$ cat src/hw/rtl/crc8_frame_receiver_unit_defines.svh
// Assertion macros shared by the frame receiver RTL.
// No dependencies; the bodies are empty when SYNTHESIS is defined.
`ifndef CRC8_FRAME_RECEIVER_UNIT_DEFINES_SVH
`define CRC8_FRAME_RECEIVER_UNIT_DEFINES_SVH

`ifndef SYNTHESIS

// prop must hold at every rising edge outside reset
`define CRC8FR_ASSERT(lbl, clk, rst, prop) \
   lbl: assert property (@(posedge clk) disable iff (rst) (prop)) \
      else $error("crc8fr assertion failed");

// cond must never be true at a rising edge outside reset
`define CRC8FR_NEVER(lbl, clk, rst, cond) \
   lbl: assert property (@(posedge clk) disable iff (rst) !(cond)) \
      else $error("crc8fr forbidden condition seen");

`else

`define CRC8FR_ASSERT(lbl, clk, rst, prop)

`define CRC8FR_NEVER(lbl, clk, rst, cond)

`endif

`endif

$ cat src/hw/rtl/crc8fr_pkg.sv
`timescale 1ns / 1ps
// Shared types, codes and the CRC-8 byte update for the frame receiver.
// No dependencies.
package crc8fr_pkg;

   localparam logic [7:0] CRC_POLY = 8'h07;
   localparam logic [7:0] CRC_TOP  = 8'h80;
   localparam logic [7:0] CRC_INIT = 8'h00;

   localparam logic [7:0] HEADER_RESET = 8'd170;
   localparam logic [7:0] FOOTER_RESET = 8'd85;

   // register indexes on the csr port
   localparam logic [7:0] CSR_HEADER_IDX = 8'd0;
   localparam logic [7:0] CSR_FOOTER_IDX = 8'd1;

   // frame_status codes
   localparam logic [1:0] STATUS_GOOD     = 2'd0;
   localparam logic [1:0] STATUS_FOOTER   = 2'd1;
   localparam logic [1:0] STATUS_CRC      = 2'd2;

   typedef enum logic [1:0] {
      RX_HUNT,
      RX_COLLECT,
      RX_DRAIN,
      RX_LOAD
   } crc8fr_state_type;

   // controls from the sequencer to the CRC unit
   typedef struct packed {
      logic       clear;
      logic       feed;
      logic       check;
      logic [7:0] data;
   } crc8fr_crc_ctl_type;

   // one byte through CRC-8, MSB first, no reflection
   function automatic logic [7:0] crc8_feed(input logic [7:0] crc, input logic [7:0] b);
      logic [7:0] c;
      c = crc ^ b;
      for (int i = 0; i < 8; i++) begin
         if ((c & CRC_TOP) != 8'h00) begin
            c = {c[6:0], 1'b0} ^ CRC_POLY;
         end else begin
            c = {c[6:0], 1'b0};
         end
      end
      return c;
   endfunction

endpackage

$ cat src/hw/rtl/crc8fr_store.sv
`timescale 1ns / 1ps
// Frame byte store: one write port, one read port, registered read data.
// No dependencies.
module crc8fr_store #(
   parameter int unsigned DEPTH = 16
) (
   input  logic                     clock,
   input  logic                     wr_en,
   input  logic [$clog2(DEPTH)-1:0] wr_addr,
   input  logic [7:0]               wr_data,
   input  logic                     rd_en,
   input  logic [$clog2(DEPTH)-1:0] rd_addr,
   output logic [7:0]               rd_data
);

   logic [7:0] mem [DEPTH];
   logic [7:0] rd_data_ff;

   always_ff @(posedge clock) begin
      if (wr_en) begin
         mem[wr_addr] <= wr_data;
      end
      if (rd_en) begin
         rd_data_ff <= mem[rd_addr];
      end
   end

   assign rd_data = rd_data_ff;

endmodule

$ cat src/hw/rtl/crc8fr_crc.sv
`timescale 1ns / 1ps
// Running CRC-8 over the payload and the compare against the CRC byte.
// Depends on crc8fr_pkg.
module crc8fr_crc (
   input  logic                         clock,
   input  logic                         reset,
   input  crc8fr_pkg::crc8fr_crc_ctl_type ctl,
   output logic                         match
);

   logic [7:0] crc_ff;
   logic [7:0] crc_in;
   logic       match_ff;
   logic       match_in;

   always_comb begin
      crc_in   = crc_ff;
      match_in = match_ff;
      if (ctl.clear) begin
         crc_in = crc8fr_pkg::CRC_INIT;
      end else if (ctl.feed) begin
         crc_in = crc8fr_pkg::crc8_feed(crc_ff, ctl.data);
      end
      // CRC byte arrives after the last fed byte
      if (ctl.check) begin
         match_in = (crc_ff == ctl.data);
      end
   end

   always_ff @(posedge clock) begin
      if (reset) begin
         crc_ff   <= crc8fr_pkg::CRC_INIT;
         match_ff <= 1'b0;
      end else begin
         crc_ff   <= crc_in;
         match_ff <= match_in;
      end
   end

   assign match = match_ff;

endmodule

$ cat src/hw/rtl/crc8_frame_receiver_unit.sv
`timescale 1ns / 1ps
// Header/footer frame receiver with CRC-8 check. Bytes come in one per req beat. While
// hunting, a byte equal to header_value opens a frame of FRAME_BYTES bytes: header,
// payload (its last byte is the CRC byte) and footer. Frame bytes after the header go
// into a synchronous store with one write and one read port while a running CRC-8
// (poly 0x07, init 0, MSB first) is kept over the payload less its CRC byte. On the
// footer beat the footer is checked first, then the CRC. A bad frame gives one rsp beat
// (status footer or CRC mismatch, byte 0, tlast high) and bumps the 32-bit wrapping
// error count; a good frame gives FRAME_BYTES-2 payload beats, CRC byte included, tlast
// on the final one. The footer beat is held off while an earlier result still waits in
// the output register. A good frame is then read back from the store one payload beat
// at a time (store read, then output register load); req_tready is low during that
// read-back. The store read port is only used during read-back, when no writes happen,
// so no forwarding is needed.
module crc8_frame_receiver_unit #(
   parameter int unsigned FRAME_BYTES = 16
) (
   input  logic        clock,
   input  logic        reset,
   // input bytes
   input  logic        req_tvalid,
   output logic        req_tready,
   input  logic [7:0]  req_tdata,   // [7:0] rx_byte
   // results
   output logic        rsp_tvalid,
   input  logic        rsp_tready,
   output logic [39:0] rsp_tdata,   // [7:0] payload_byte, [39:8] error_count
   output logic [1:0]  rsp_tuser,   // [1:0] frame_status
   output logic        rsp_tlast,   // last_of_frame
   // register writes
   input  logic        csr_valid,
   output logic        csr_ready,
   input  logic [7:0]  csr_index,
   input  logic [7:0]  csr_data
);

`include "crc8_frame_receiver_unit_defines.svh"

   localparam int unsigned PW = $clog2(FRAME_BYTES);
   localparam logic [PW-1:0] LAST_POS = PW'(FRAME_BYTES - 1); // footer
   localparam logic [PW-1:0] CRC_POS  = PW'(FRAME_BYTES - 2); // CRC byte
   localparam logic [PW-1:0] FEED_END = PW'(FRAME_BYTES - 3); // last CRC-covered byte

   // config registers
   logic [7:0] header_ff, header_in;
   logic [7:0] footer_ff, footer_in;

   // sequencer
   crc8fr_pkg::crc8fr_state_type state_ff, state_in;
   logic [PW-1:0] pos_ff, pos_in;    // frame position, then read-back index
   logic [31:0]   bad_ff, bad_in;

   // output register
   logic        rsp_valid_ff, rsp_valid_in;
   logic [7:0]  rsp_byte_ff, rsp_byte_in;
   logic [1:0]  rsp_status_ff, rsp_status_in;
   logic        rsp_last_ff, rsp_last_in;
   logic [31:0] rsp_count_ff, rsp_count_in;

   // store and CRC unit
   logic                           wr_en;
   logic                           rd_en;
   logic [7:0]                     rd_data;
   crc8fr_pkg::crc8fr_crc_ctl_type crc_ctl;
   logic                           crc_match;

   logic req_beat;
   logic rsp_beat;

   assign csr_ready = 1'b1;
   assign req_beat  = req_tvalid && req_tready;
   assign rsp_beat  = rsp_tvalid && rsp_tready;

   // register writes; unknown indexes are dropped
   always_comb begin
      header_in = header_ff;
      footer_in = footer_ff;
      if (csr_valid) begin
         unique case (csr_index)
            crc8fr_pkg::CSR_HEADER_IDX: header_in = csr_data;
            crc8fr_pkg::CSR_FOOTER_IDX: footer_in = csr_data;
            default: ;
         endcase
      end
   end

   always_comb begin
      state_in      = state_ff;
      pos_in        = pos_ff;
      bad_in        = bad_ff;
      rsp_valid_in  = rsp_valid_ff && !rsp_tready;
      rsp_byte_in   = rsp_byte_ff;
      rsp_status_in = rsp_status_ff;
      rsp_last_in   = rsp_last_ff;
      rsp_count_in  = rsp_count_ff;
      req_tready    = 1'b0;
      wr_en         = 1'b0;
      rd_en         = 1'b0;
      crc_ctl.clear = 1'b0;
      crc_ctl.feed  = 1'b0;
      crc_ctl.check = 1'b0;
      crc_ctl.data  = req_tdata;

      unique case (state_ff)
         crc8fr_pkg::RX_HUNT: begin
            req_tready = 1'b1;
            if (req_beat && (req_tdata == header_ff)) begin
               crc_ctl.clear = 1'b1;
               pos_in        = PW'(1);
               state_in      = crc8fr_pkg::RX_COLLECT;
            end
         end
         crc8fr_pkg::RX_COLLECT: begin
            // footer beat waits for a free output register
            req_tready = (pos_ff != LAST_POS) || !rsp_valid_ff;
            if (req_beat) begin
               wr_en         = 1'b1;
               crc_ctl.feed  = (pos_ff <= FEED_END);
               crc_ctl.check = (pos_ff == CRC_POS);
               pos_in        = pos_ff + PW'(1);
               if (pos_ff == LAST_POS) begin
                  pos_in   = PW'(1);
                  state_in = crc8fr_pkg::RX_HUNT;
                  if (req_tdata != footer_ff) begin
                     bad_in        = bad_ff + 32'd1;
                     rsp_valid_in  = 1'b1;
                     rsp_byte_in   = 8'h00;
                     rsp_status_in = crc8fr_pkg::STATUS_FOOTER;
                     rsp_last_in   = 1'b1;
                     rsp_count_in  = bad_ff + 32'd1;
                  end else if (!crc_match) begin
                     bad_in        = bad_ff + 32'd1;
                     rsp_valid_in  = 1'b1;
                     rsp_byte_in   = 8'h00;
                     rsp_status_in = crc8fr_pkg::STATUS_CRC;
                     rsp_last_in   = 1'b1;
                     rsp_count_in  = bad_ff + 32'd1;
                  end else begin
                     state_in = crc8fr_pkg::RX_DRAIN;
                  end
               end
            end
         end
         crc8fr_pkg::RX_DRAIN: begin
            // read the next payload byte once the output register frees up
            if (!rsp_valid_ff || rsp_tready) begin
               rd_en    = 1'b1;
               state_in = crc8fr_pkg::RX_LOAD;
            end
         end
         crc8fr_pkg::RX_LOAD: begin
            rsp_valid_in  = 1'b1;
            rsp_byte_in   = rd_data;
            rsp_status_in = crc8fr_pkg::STATUS_GOOD;
            rsp_last_in   = (pos_ff == CRC_POS);
            rsp_count_in  = bad_ff;
            pos_in        = pos_ff + PW'(1);
            if (pos_ff == CRC_POS) begin
               state_in = crc8fr_pkg::RX_HUNT;
            end else begin
               state_in = crc8fr_pkg::RX_DRAIN;
            end
         end
         default: state_in = crc8fr_pkg::RX_HUNT;
      endcase
   end

   always_ff @(posedge clock) begin
      if (reset) begin
         state_ff     <= crc8fr_pkg::RX_HUNT;
         pos_ff       <= '0;
         bad_ff       <= '0;
         rsp_valid_ff <= 1'b0;
         header_ff    <= crc8fr_pkg::HEADER_RESET;
         footer_ff    <= crc8fr_pkg::FOOTER_RESET;
      end else begin
         state_ff     <= state_in;
         pos_ff       <= pos_in;
         bad_ff       <= bad_in;
         rsp_valid_ff <= rsp_valid_in;
         header_ff    <= header_in;
         footer_ff    <= footer_in;
      end
   end

   // payload of the output register
   always_ff @(posedge clock) begin
      rsp_byte_ff   <= rsp_byte_in;
      rsp_status_ff <= rsp_status_in;
      rsp_last_ff   <= rsp_last_in;
      rsp_count_ff  <= rsp_count_in;
   end

   crc8fr_store #(
      .DEPTH (FRAME_BYTES)
   ) u_store (
      .clock   (clock),
      .wr_en   (wr_en),
      .wr_addr (pos_ff),
      .wr_data (req_tdata),
      .rd_en   (rd_en),
      .rd_addr (pos_ff),
      .rd_data (rd_data)
   );

   crc8fr_crc u_crc (
      .clock (clock),
      .reset (reset),
      .ctl   (crc_ctl),
      .match (crc_match)
   );

   assign rsp_tvalid = rsp_valid_ff;
   assign rsp_tdata  = {rsp_count_ff, rsp_byte_ff};
   assign rsp_tuser  = rsp_status_ff;
   assign rsp_tlast  = rsp_last_ff;

   // store read data is always consumed in the following cycle
   `CRC8FR_ASSERT(a_read_then_load, clock, reset, rd_en |=> (state_ff == crc8fr_pkg::RX_LOAD))
   // read data lands only in an empty output register
   `CRC8FR_NEVER(a_load_into_full, clock, reset,
      (state_ff == crc8fr_pkg::RX_LOAD) && rsp_valid_ff)
   // error beats carry a zero byte and close the frame
   `CRC8FR_ASSERT(a_error_beat_shape, clock, reset,
      (rsp_valid_ff && (rsp_status_ff != crc8fr_pkg::STATUS_GOOD)) |->
      (rsp_last_ff && (rsp_byte_ff == 8'h00)))
   // the error count moves only with a freshly loaded error beat
   `CRC8FR_ASSERT(a_count_with_error, clock, reset,
      (bad_ff != $past(bad_ff)) |->
      (rsp_valid_ff && (rsp_status_ff != crc8fr_pkg::STATUS_GOOD) && (rsp_count_ff == bad_ff)))

endmodule

$ cat config.mk
export PLATFORM = sky130hd
export DESIGN_NAME = crc8_frame_receiver_unit
export DESIGN_NICKNAME = d
export VERILOG_FILES = /design/src/hw/rtl/crc8fr_pkg.sv /design/src/hw/rtl/crc8fr_store.sv /design/src/hw/rtl/crc8fr_crc.sv /design/src/hw/rtl/crc8_frame_receiver_unit.sv
export VERILOG_INCLUDE_DIRS = /design/src /design/src/hw/rtl
export SDC_FILE = /design/constraint.sdc
export NUM_CORES = 1
export LEC_CHECK = 0
export BUFFER_PORTS_ARGS = -buffer_cell sky130_fd_sc_hd__buf_2
export CAP_MARGIN = 15
export CORE_UTILIZATION = 35
export CTS_BUF_LIST = sky130_fd_sc_hd__clkbuf_4
export DETAILED_ROUTE_END_ITERATION = 6
export PLACE_DENSITY = 0.58
export SYNTH_ARGS = -nofsm -noshare
export SYNTH_HDL_FRONTEND = slang
export SYNTH_SLANG_ARGS = --single-unit
$ cat constraint.sdc
create_clock -name clock -period 7.3 [get_ports clock]
set_input_delay 0.73 -clock clock [delete_from_list [all_inputs] [get_ports clock]]
set_output_delay 0.73 -clock clock [all_outputs]
set_load 0.03 [all_outputs]
Yosys cells after proc, flatten, opt, wreduce, memory -nomap -nowiden
Memory sizes are Yosys's and may differ from the RTL's. A register that Yosys moved wholly into a read port is not among the register bits.
Cells that the tools add are included.
Storage, ports and cells
  memories kept: 1
  flip-flop bits (word level): 107
  bits in latches: 0
  RAM bits: 128
  bits in read-only memories: 0
  output and inout port bits: 46
Operators by class
  div/mod/pow operators: 0
  add/subtract/negate cells: 2
  multipliers: 0
  reductions and logical operators: 18
  shift-type cells: 0
  bitwise operators: 9
  equality and inequality tests: 16
  order comparisons: 1
  multiplexer cells: 70
Memory list
  u_store.mem: words 16, width 8, read ports 1, clocked after memory_dff 1, wr ports 1, RTL line crc8fr_store.sv:16  | logic [7:0] mem [DEPTH];
Operators by type and width (count)
  $mux 8: 18
  $mux 32: 4
  $pmux 32 s2: 1
  $add 32x1->32 const B: 1
  $mux 2: 13
  $mux 3: 8
  $not 3->3: 8
  $eq 8x8->1: 2
  $mux 1: 16
  $pmux 8 s2: 1
  $mux 4: 3
  $pmux 4 s3: 1
  $reduce_and 4->1: 3
  $ne 2x2->1 const B: 5
  $eq 4x4->1 const B: 2
  $eq 8x1->1 const B: 1
  $logic_not 8->1: 1
  $ne 8x8->1: 1
  $pmux 2 s4: 1
  $xor 8x8->8: 1
  $pmux 1 s2: 3
  $add 4x1->4 const B: 1
  $eq 2x2->1 const B: 2
  $le 4x4->1 const B: 1
  13 further kinds: 18

Longest topological paths before layout
Gate-level depths: netlist of run 1.
  depth after elaboration: 34
  mapped depth: 10
  gate-level depth less buffers: 7

Cells and area by module
From an unflattened synthesis of run 1, not the netlist that was laid out.
Unflattened totals
  cells, all modules: 775
  area, all modules: 10700.3 um^2
Modules (own cells, without submodules)
  crc8fr_store: instances 1, area each 5227.5 um^2, cells each 229
  crc8_frame_receiver_unit: instances 1, area each 4784.6 um^2, cells each 481
  crc8fr_crc: instances 1, area each 688.2 um^2, cells each 65

Least setup slack after synthesis of run 1
No wires, ideal clock.
  kind: input to register
  from: in req_tdata[1]
  to: reg rsp_byte_ff[0] (enable)
  buffers on the path: 3
  required time: 6.750 ns
  stages: 7
  slack: 4.183 ns
  data arrival time: 2.567 ns
  cell sequence: buf_4 -> xnor2_1 -> nand4_1 -> o31ai_4 -> buf_4 -> buf_6 -> nand2_1
Between the ends
  word-level cells in the longest chain between the ends: 3
Ends and longest elaborated chain
  from (decl): RTL line crc8_frame_receiver_unit.sv:23  | input logic [7:0] req_tdata,
  $ne 8x8->1: RTL line crc8_frame_receiver_unit.sv:124  | if (req_tdata != footer_ff) begin
  $ne 3x3->1 (no line)
  $reduce_and 4->1 (no line)
  to (signal assigned): RTL line crc8_frame_receiver_unit.sv:188  | rsp_byte_ff <= rsp_byte_in;
  to (decl): RTL line crc8_frame_receiver_unit.sv:55  | logic [7:0] rsp_byte_ff, rsp_byte_in;
Every way passes these cells.
A chain may end at the register's enable or synchronous reset.

Worst setup path after layout of run 1
  from: reg pos_ff[0]
  to: out req_tready
Between the ends
  word-level cells in the longest chain between the ends: 3
Ends and longest elaborated chain
  from (decl): RTL line crc8_frame_receiver_unit.sv:50  | logic [PW-1:0] pos_ff, pos_in;
  from (signal assigned): RTL line crc8_frame_receiver_unit.sv:178  | pos_ff <= pos_in;
  $ne 4x4->1: RTL line crc8_frame_receiver_unit.sv:115  | req_tready = (pos_ff != LAST_POS) || !rsp_valid_ff;
  $logic_or 1x1->1: RTL line crc8_frame_receiver_unit.sv:115
  $pmux 1 s2: RTL line crc8_frame_receiver_unit.sv:104  | unique case (state_ff)
  to (decl): RTL line crc8_frame_receiver_unit.sv:22  | output logic req_tready,
Every way passes these cells.

==> results of run 1 <==
[synthesized netlist by cell type, types with 9 or more instances]
cell / instances
sky130_fd_sc_hd__edfxtp_1: 179
sky130_fd_sc_hd__or4_1: 12
sky130_fd_sc_hd__and2_1: 16
sky130_fd_sc_hd__inv_1: 13
sky130_fd_sc_hd__dfxtp_1: 64
sky130_fd_sc_hd__or3_1: 12
sky130_fd_sc_hd__buf_2: 10
sky130_fd_sc_hd__nand3_1: 26
sky130_fd_sc_hd__mux4_2: 40
sky130_fd_sc_hd__mux2i_1: 9
sky130_fd_sc_hd__clkbuf_1: 18
sky130_fd_sc_hd__xor2_1: 26
sky130_fd_sc_hd__o31ai_1: 12
sky130_fd_sc_hd__nor3_1: 10
sky130_fd_sc_hd__nand2_1: 36
sky130_fd_sc_hd__nor2_1: 57
sky130_fd_sc_hd__o21ai_0: 18
sky130_fd_sc_hd__a21oi_1: 36
sky130_fd_sc_hd__and3_1: 20
sky130_fd_sc_hd__xnor2_1: 42
[metal layers]
| layer | GRT usage | vias up |
|---|---|---|
| met5 | 0 | - |
| met4 | 0.0525 | 0 |
| met3 | 0.0299 | 32 |
| met2 | 0.245 | 181 |
| met1 | 0.210 | 3146 |
| li1 | - | 3088 |
[registers in the layout (all words and copies together), names as in the netlist, 2 cells and up]
signal           count
rsp_byte_ff          8
state_ff             2
rsp_tuser            2
pos_ff               4
u_crc.crc_ff         8
bad_ff              32
u_store.rd_data      8
footer_ff            8
rsp_count_ff        32
u_store.mem        128
header_ff            8
[layout make-up]
cell class / instances / area share
sequential: 243 / 0.553
multi-input combinational: 454 / 0.303
clock buffer: 88 / 0.0549
tap: 390 / 0.0405
timing repair buffer: 77 / 0.0328
clock inverter: 19 / 0.0107
inverter: 14 / 0.00437
antenna: 1 / 0.000208
[worst max-delay path by stage]
stage / start / to / cells past startpoint
2_1_floorplan: req_tdata[1] / rsp_byte_ff[0] / 7
3_3_place_gp: req_tdata[1] / rsp_byte_ff[3] / 5
3_5_place_dp: req_tdata[1] / rsp_byte_ff[4] / 5
4_1_cts: pos_ff[0] / req_tready / 6
5_1_grt: pos_ff[0] / rsp_count_ff[6] / 7
6_report: pos_ff[0] / req_tready / 6
[power groups by stage]
stage	clock network (uW)	registers [uW]	logic, uW
global route	1260	1470	65.6
detailed placement	0	1500	60.0
CTS	1200	1470	60.2
finish	1160	1470	59.6
floorplan	0	1500	32.2
global placement	0	1500	59.2
[worst register-to-register path, stage by stage, from the launching register on]
cell and delay [ps]:
sky130_fd_sc_hd__dfxtp_2 310, sky130_fd_sc_hd__buf_4 570, sky130_fd_sc_hd__ha_1 420, sky130_fd_sc_hd__and4b_1 280, sky130_fd_sc_hd__nand2_2 100, sky130_fd_sc_hd__inv_2 240, sky130_fd_sc_hd__o31ai_4 270, sky130_fd_sc_hd__nand2_2 820
[per-stage QoR]
step            util  hold WS (ps)  power, uW
5_1_grt        0.405           223       2800
3_5_place_dp   0.378           496       1560
6_report       0.405           276       2690
2_1_floorplan      -           457       1540
3_3_place_gp   0.378           491       1560
4_1_cts        0.405           228       2730
[kinds of logic (layout without fill, tap and decap cells)]
group	Yosys count	in the layout	share of synthesized area
flops	243	243	0.629
simple gates	228	228	0.115
compound gates	93	93	0.0567
xor+xnor	73	73	0.0670
buf+inv	56	198	0.0265
mux	51	51	0.0957
fa+ha+maj	8	8	0.00946
other cells	1	2	0.000354
==> results.md, run 1 <==
| Parameter | This run | Unit |
| --- | --- | --- |
| Run status | finished, final reports clean | - |
| P&R area growth vs syn | 13.7 | % |
| Share of the synthesized area in the top cell type | 0.508 | - |
| Post-synthesis area per instance | 14.1 | um2 |
| Met1 Routed Length | 10600 | um |
| Maximum number of pins on one net before global-route repair | 61 | - |
| Clock tree from TritonCTS | yes | - |
| Area after detailed placement | 11200 | um2 |
| Resize count post-CTS | 0 | - |
| Cell depth of the worst hold path | 2 | - |
| Fin. max-slew vios | 0 | - |
| Count of buffers inserted at the top-level ports | 73 | - |
| Routability congestion estimate from global placement | 0.776 | - |
| Hpwl dp | 15200 | um |
| Post-Syn Instances | 753 | - |
| Leakage power of the design | 0.00394 | uW |
| DRT antenna net count | 0 | - |
| Largest delay contributor family on the critical path | buffers and inverters | - |
| Drt first pass iters | 5 | - |
| Highest attainable clock frequency | 285 | MHz |
| Highest routed layer | met4 | - |
| Crit path arrival time | 2780 | ps |
| Net count of the finished layout | 888 | - |
| Setup slack of the most critical reg-to-reg path | 3840 | ps |
| Cell area after layout | 12000 | um2 |
| Starting DRC count in detailed routing | 509 | - |
| Buffer depth of the longest clock path | 3 | - |
| Area of the mapped netlist | 10600 | um2 |
| Tmin final | 3510 | ps |
| Global-route wire length before repair | 36200 | um |
| Ranking of synthesized cells by area | sky130_fd_sc_hd__edfxtp_1 (51%), sky130_fd_sc_hd__dfxtp_1 (12%), sky130_fd_sc_hd__mux4_2 (8.5%) | - |
| Areal power density over the cells | 224 | nW/um2 |
| Classification of the worst setup path | flip-flop to output port | - |
| Yosys top cell by area | sky130_fd_sc_hd__edfxtp_1 | - |
| IO Pins | 75 | - |
| H-tree lvl count | 2 | - |
| Number of warnings reported in the yosys synthesis log | 0 | - |
| Yosys cell types | 59 | - |
| Psw | 573 | uW |
| Endpoint with the worst hold slack | header_ff[7] | - |
| Clock power share | 0.430 | - |
| Count of flip-flops with a built-in enable after synthesis | 179 | - |
| Global routing usage summed across all routing layers | 0.154 | - |
| GR Overflow Total | 0 | - |
| Post-Route Skew | 64.6 | ps |
| Post-synthesis net count | 790 | - |
| Worst-path maximum fanout | 38 | - |
| Switching part of the total power | 0.213 | - |
| Fraction of the cycle the final worst path needs | 0.481 | - |
| Total wirelength of the detailed-routed design | 23500 | um |
| DRC | 0 | - |
| Internal power consumption | 2120 | uW |
| Die area | 30900 | um2 |
| Kind of launch point of the worst setup path | flip-flop | - |
| Total setup violations reported at the end of the flow | 0 | - |
| Clock transition at path regs | 70 | ps |
| Setup Total Neg Slack | 0 | ps |
| Fraction of final layout cells sized beyond drive strength 1 | 0.255 | - |
| Nature of the critical path endpoint | output port | - |
| Combinational fraction of design power | 0.022 | - |
| Flip-flop and latch count after synthesis | 243 | - |
| Cell Count Post-Placement | 1178 | - |
| VDD IR max | 0.107 | mV |
| Number of CTS-inserted buffers | 61 | - |
| Final Instance Count excl. Fillers | 1286 | - |
| Worst hold path type | primary input to flip-flop | - |
| Worst slew slack as a fraction of its limit | 0.296 | - |
| Worst Reg2Reg Path Length in Cells | 7 | - |
| Share of synthesized area occupied by flip-flops and latches | 0.629 | - |
| Routed vias/inst | 5.01 | - |
| Placeable core region | 29700 | um2 |
| Async set-or-reset flop fraction in the synthesized netlist | 0 | - |
| Cells traversed along the worst timing path | buf_4, ha_1, nand3_1, nor2_1, a21oi_1, buf_2 | - |
| Area of the multi-input gates | 3650 | um2 |
| Starting Density | 0.356 | - |
| Share of total power in sequential cells | 0.548 | - |
| Register Area | 6660 | um2 |
| Overall via count from detail_route | 6447 | - |
| Detailed route wirelength on metal3 | 1280 | um |
| Transition time at the pin with the least slew margin | 1050 | ps |
| Post-CTS Setup Repair Bufs | 0 | - |
| Setup repair after global routing missed its margin | no | - |
| Worst Path Buf+Inv | 2 | - |
| Sinks on the clock net | 243 | - |
| Max incr delay on CP | 570 | ps |
| Worst slack, placed | 3470 | ps |
| Routed length on met2 | 11200 | um |
| Start point of the worst hold path | csr_data[7] | - |
| Most common cell after layout, fill and taps aside | sky130_fd_sc_hd__edfxtp_1 | - |
| Slowest stage cell, crit path | sky130_fd_sc_hd__buf_4 | - |
| Root Buffer | sky130_fd_sc_hd__clkbuf_4 | - |
| Final worst setup slack | 3790 | ps |
| Commonest cells after routing, fill and taps aside | sky130_fd_sc_hd__edfxtp_1 (179), sky130_fd_sc_hd__clkbuf_4 (88), sky130_fd_sc_hd__buf_2 (73) | - |
| Detail-routed net length per standard cell | 18.3 | um |
| Clock latency reported for the late side of the worst-skew pair | 700 | ps |
| Maxcap violations | 0 | - |
| Filler cells | 2809 | - |
| Die Span Y | 176 | um |
| Number of antenna violations at the first check in global routing | 1 | - |
| Reg-to-reg critical path endpoint | rsp_byte_ff[1] | - |
| Hold-fix buffer count after cts | 0 | - |
| Chip Width | 176 | um |
| Worst reg2reg path startpoint | pos_ff[0] | - |
| Most used flip-flop cell after synthesis | sky130_fd_sc_hd__edfxtp_1 | - |
| Final Hold Fails | 0 | - |
| CP required | 6570 | ps |
| Number of global-route vias before repair | 6383 | - |
| Rows | 63 | - |
Note: power is estimated with default switching activity, not from simulation.
==> run 2, diff against run 1 <==
--- a/config.mk
+++ b/config.mk
@@ -11,7 +11,7 @@
 export CORE_UTILIZATION = 35
 export CTS_BUF_LIST = sky130_fd_sc_hd__clkbuf_4
 export DETAILED_ROUTE_END_ITERATION = 6
-export PLACE_DENSITY = 0.58
+export PLACE_DENSITY = 0.6
 export SYNTH_ARGS = -nofsm -noshare
 export SYNTH_HDL_FRONTEND = slang
 export SYNTH_SLANG_ARGS = --single-unit
==> constraint.sdc (replaced) <==
create_clock -name clock -period 2.9 [get_ports clock]
set_input_delay 0.29 -clock clock [delete_from_list [all_inputs] [get_ports clock]]
set_output_delay 0.29 -clock clock [all_outputs]
set_load 0.03 [all_outputs]
==> results.md, run 2 (synthesis gave the netlist of run 1 again) <==
| Parameter | This run | Unit | Change |
| --- | --- | --- | --- |
| Run status | finished, final reports clean | - | unchanged |
| Final worst setup slack | 310 | ps | was 3790 ps |
| Worst Path Buf+Inv | 2 | - | unchanged |
| Tmin final | 2590 | ps |  |
| Most flops, register | u_store.mem | - | unchanged |
| Classification of the worst setup path | flip-flop to output port | - | unchanged |
| Overall via count from detail_route | 6718 | - | was 6447 |
| Rows | 63 | - | unchanged |
| Routability congestion estimate from global placement | 0.777 | - | was 0.776 |
| Area after detailed placement | 11400 | um2 | was 11200 um2 |
| Die Span Y | 176 | um | unchanged |
| Hold-fix buffer count after cts | 9 | - | was 0 |
| Detail-routed net length per standard cell | 18.1 | um | was 18.3 um |
| Cell Count Post-Placement | 1197 | - | was 1178 |
| Post-CTS Setup Repair Bufs | 0 | - | unchanged |
| IO Pins | 75 | - | unchanged |
| Commonest cells after routing, fill and taps aside | sky130_fd_sc_hd__edfxtp_1 (179), sky130_fd_sc_hd__clkbuf_4 (94), sky130_fd_sc_hd__buf_2 (73) | - | was sky130_fd_sc_hd__edfxtp_1 (179), sky130_fd_sc_hd__clkbuf_4 (88), sky130_fd_sc_hd__buf_2 (73) |
| Starting Density | 0.356 | - | unchanged |
| Starting DRC count in detailed routing | 356 | - | was 509 |
| Most common cell after layout, fill and taps aside | sky130_fd_sc_hd__edfxtp_1 | - | unchanged |
| Net count of the finished layout | 922 | - | was 888 |
| Number of global-route vias before repair | 6633 | - | was 6383 |
| Clock latency reported for the late side of the worst-skew pair | 670 | ps | was 700 ps |
| Leakage power of the design | 0.00413 | uW | was 0.00394 uW |
| Max incr delay on CP | 450 | ps | was 570 ps |
| Fraction of the cycle the final worst path needs | 0.893 | - |  |
| Max FFs per register | 128 | - | unchanged |
| Drt first pass iters | 5 | - | unchanged |
| Clock transition at path regs | 70 | ps | about the same |
| Die area | 30900 | um2 | unchanged |
| Highest attainable clock frequency | 386 | MHz |  |
| CP required | 2610 | ps | was 6570 ps |
| Total wirelength of the detailed-routed design | 24000 | um | was 23500 um |
| Nature of the critical path endpoint | output port | - | unchanged |
| GR Overflow Total | 0 | - | unchanged |
| Number of CTS-inserted buffers | 67 | - | was 61 |
| Area of the multi-input gates | 3650 | um2 | unchanged |
| Post-Route Skew | 70.7 | ps | was 64.6 ps |
| H-tree lvl count | 3 | - | was 2 |
| Areal power density over the cells | 559 | nW/um2 | was 224 nW/um2 |
| Buffer depth of the longest clock path | 3 | - | unchanged |
| Transition time at the pin with the least slew margin | 694 | ps | was 1050 ps |
| Hpwl dp | 15800 | um | was 15200 um |
| Worst hold path type | primary input to flip-flop | - | unchanged |
| Fin. max-slew vios | 0 | - | unchanged |
| Maximum number of pins on one net before global-route repair | 44 | - | was 61 |
| Global routing usage summed across all routing layers | 0.160 | - | was 0.154 |
| Detailed route wirelength on metal3 | 1300 | um | was 1280 um |
| Placeable core region | 29700 | um2 | unchanged |
| Clock tree from TritonCTS | yes | - | unchanged |
| Worst-path maximum fanout | 11 | - | was 38 |
| Largest delay contributor family on the critical path | flip-flops | - | was buffers and inverters |
| Fraction of final layout cells sized beyond drive strength 1 | 0.279 | - | was 0.255 |
| Register Area | 6660 | um2 | unchanged |
| Routed length on met2 | 11000 | um | was 11200 um |
| Cell area after layout | 12300 | um2 | was 12000 um2 |
| Count of buffers inserted at the top-level ports | 73 | - | unchanged |
| Total setup violations reported at the end of the flow | 0 | - | unchanged |
| Filler cells | 2790 | - | was 2809 |
| DRC | 0 | - | unchanged |
| Routed vias/inst | 5.06 | - | was 5.01 |
| DRT antenna net count | 0 | - | unchanged |
| Setup Total Neg Slack | 0 | ps | unchanged |
| Maxcap violations | 0 | - | unchanged |
| Highest routed layer | met5 | - | was met4 |
| Largest registers | u_store.mem x128, bad_ff x32, rsp_count_ff x32 | - | unchanged |
| Number of antenna violations at the first check in global routing | 2 | - | was 1 |
| Final Hold Fails | 0 | - | unchanged |
| Worst slew slack as a fraction of its limit | 0.535 | - | was 0.296 |
| Resize count post-CTS | 0 | - | unchanged |
| Crit path arrival time | 2300 | ps | was 2780 ps |
| VDD IR max | 0.267 | mV | was 0.107 mV |
| Chip Width | 176 | um | unchanged |
| Sinks on the clock net | 243 | - | unchanged |
| Final Instance Count excl. Fillers | 1328 | - | was 1286 |
| P&R area growth vs syn | 16.6 | % | was 13.7% |
| Slowest stage cell, crit path | sky130_fd_sc_hd__dfxtp_2 | - | was sky130_fd_sc_hd__buf_4 |
| Root Buffer | sky130_fd_sc_hd__clkbuf_4 | - | unchanged |
| Met1 Routed Length | 11100 | um | was 10600 um |
| Worst slack, placed | 434 | ps | was 3470 ps |
| Setup repair after global routing missed its margin | no | - | unchanged |
| Global-route wire length before repair | 37300 | um | was 36200 um |
| Kind of launch point of the worst setup path | flip-flop | - | unchanged |
| Cells traversed along the worst timing path | ha_1, buf_4, nand3_1, nor2_1, a21oi_1, buf_2 | - | was buf_4, ha_1, nand3_1, nor2_1, a21oi_1, buf_2 |
-- run 2: cell count changes in the layout (fill, tap and decap cells not counted) --
cell / change
sky130_fd_sc_hd__clkbuf_4: +6
sky130_fd_sc_hd__dlygate4sd3_1: +9
sky130_fd_sc_hd__inv_2: +2
sky130_fd_sc_hd__clkinv_2: +5
sky130_fd_sc_hd__buf_12: +1
sky130_fd_sc_hd__buf_4: +18
sky130_fd_sc_hd__clkinvlp_4: +1
sky130_fd_sc_hd__clkinv_4: +2
sky130_fd_sc_hd__o21ai_1: -1
sky130_fd_sc_hd__bufinv_16: -1
sky130_fd_sc_hd__inv_6: -1
sky130_fd_sc_hd__o21ai_0: +1
-- run 2: worst paths after layout --
kind	cells after the start	startpoint	endpoint	slack, ps
setup / recovery	6	pos_ff[0]	req_tready	310
hold / removal	1	req_tdata[5]	u_store.mem[0][5]	80
setup reg to reg	7	pos_ff[0]	rsp_count_ff[1]	510
hold reg to reg	1	footer_ff[6]	footer_ff[6]	490
-- run 2: final cells by class --
| class | instances | area share |
|---|---|---|
| multi-input cells | 454 | 0.296 |
| repair buffers | 105 | 0.0519 |
| clock buffers | 94 | 0.0572 |
| flip-flops and latches | 243 | 0.539 |
| well taps | 390 | 0.0395 |
| clock inverters | 27 | 0.0120 |
| diodes | 1 | 0.000203 |
| inverters | 14 | 0.00426 |
-- run 2: report_power, final --
part / switching, uW / internal (uW) / total [uW] / leakage (uW)
logic: 98.5 / 70.5 / 169 / 0.00157
registers: 0.942 / 3710 / 3710 / 0.00205
clock network: 1410 / 1610 / 3020 / 0.000508
total: 1510 / 5390 / 6900 / 0.00413
-- run 2: through the flow --
stage          hold WS [ps]  total power, uW  utilization
2_1_floorplan           389             3870            -
3_3_place_gp            469             3950        0.384
3_5_place_dp            473             3950        0.384
4_1_cts                18.0             7020        0.415
5_1_grt                12.9             7230        0.415
6_report               75.6             6900        0.415
-- run 2: per-layer routing --
metal | up-vias | track usage
met3 | 41 | 0.0416
met1 | 3300 | 0.217
met2 | 203 | 0.244
met4 | 2 | 0.0601
li1 | 3172 | -
met5 | - | 0
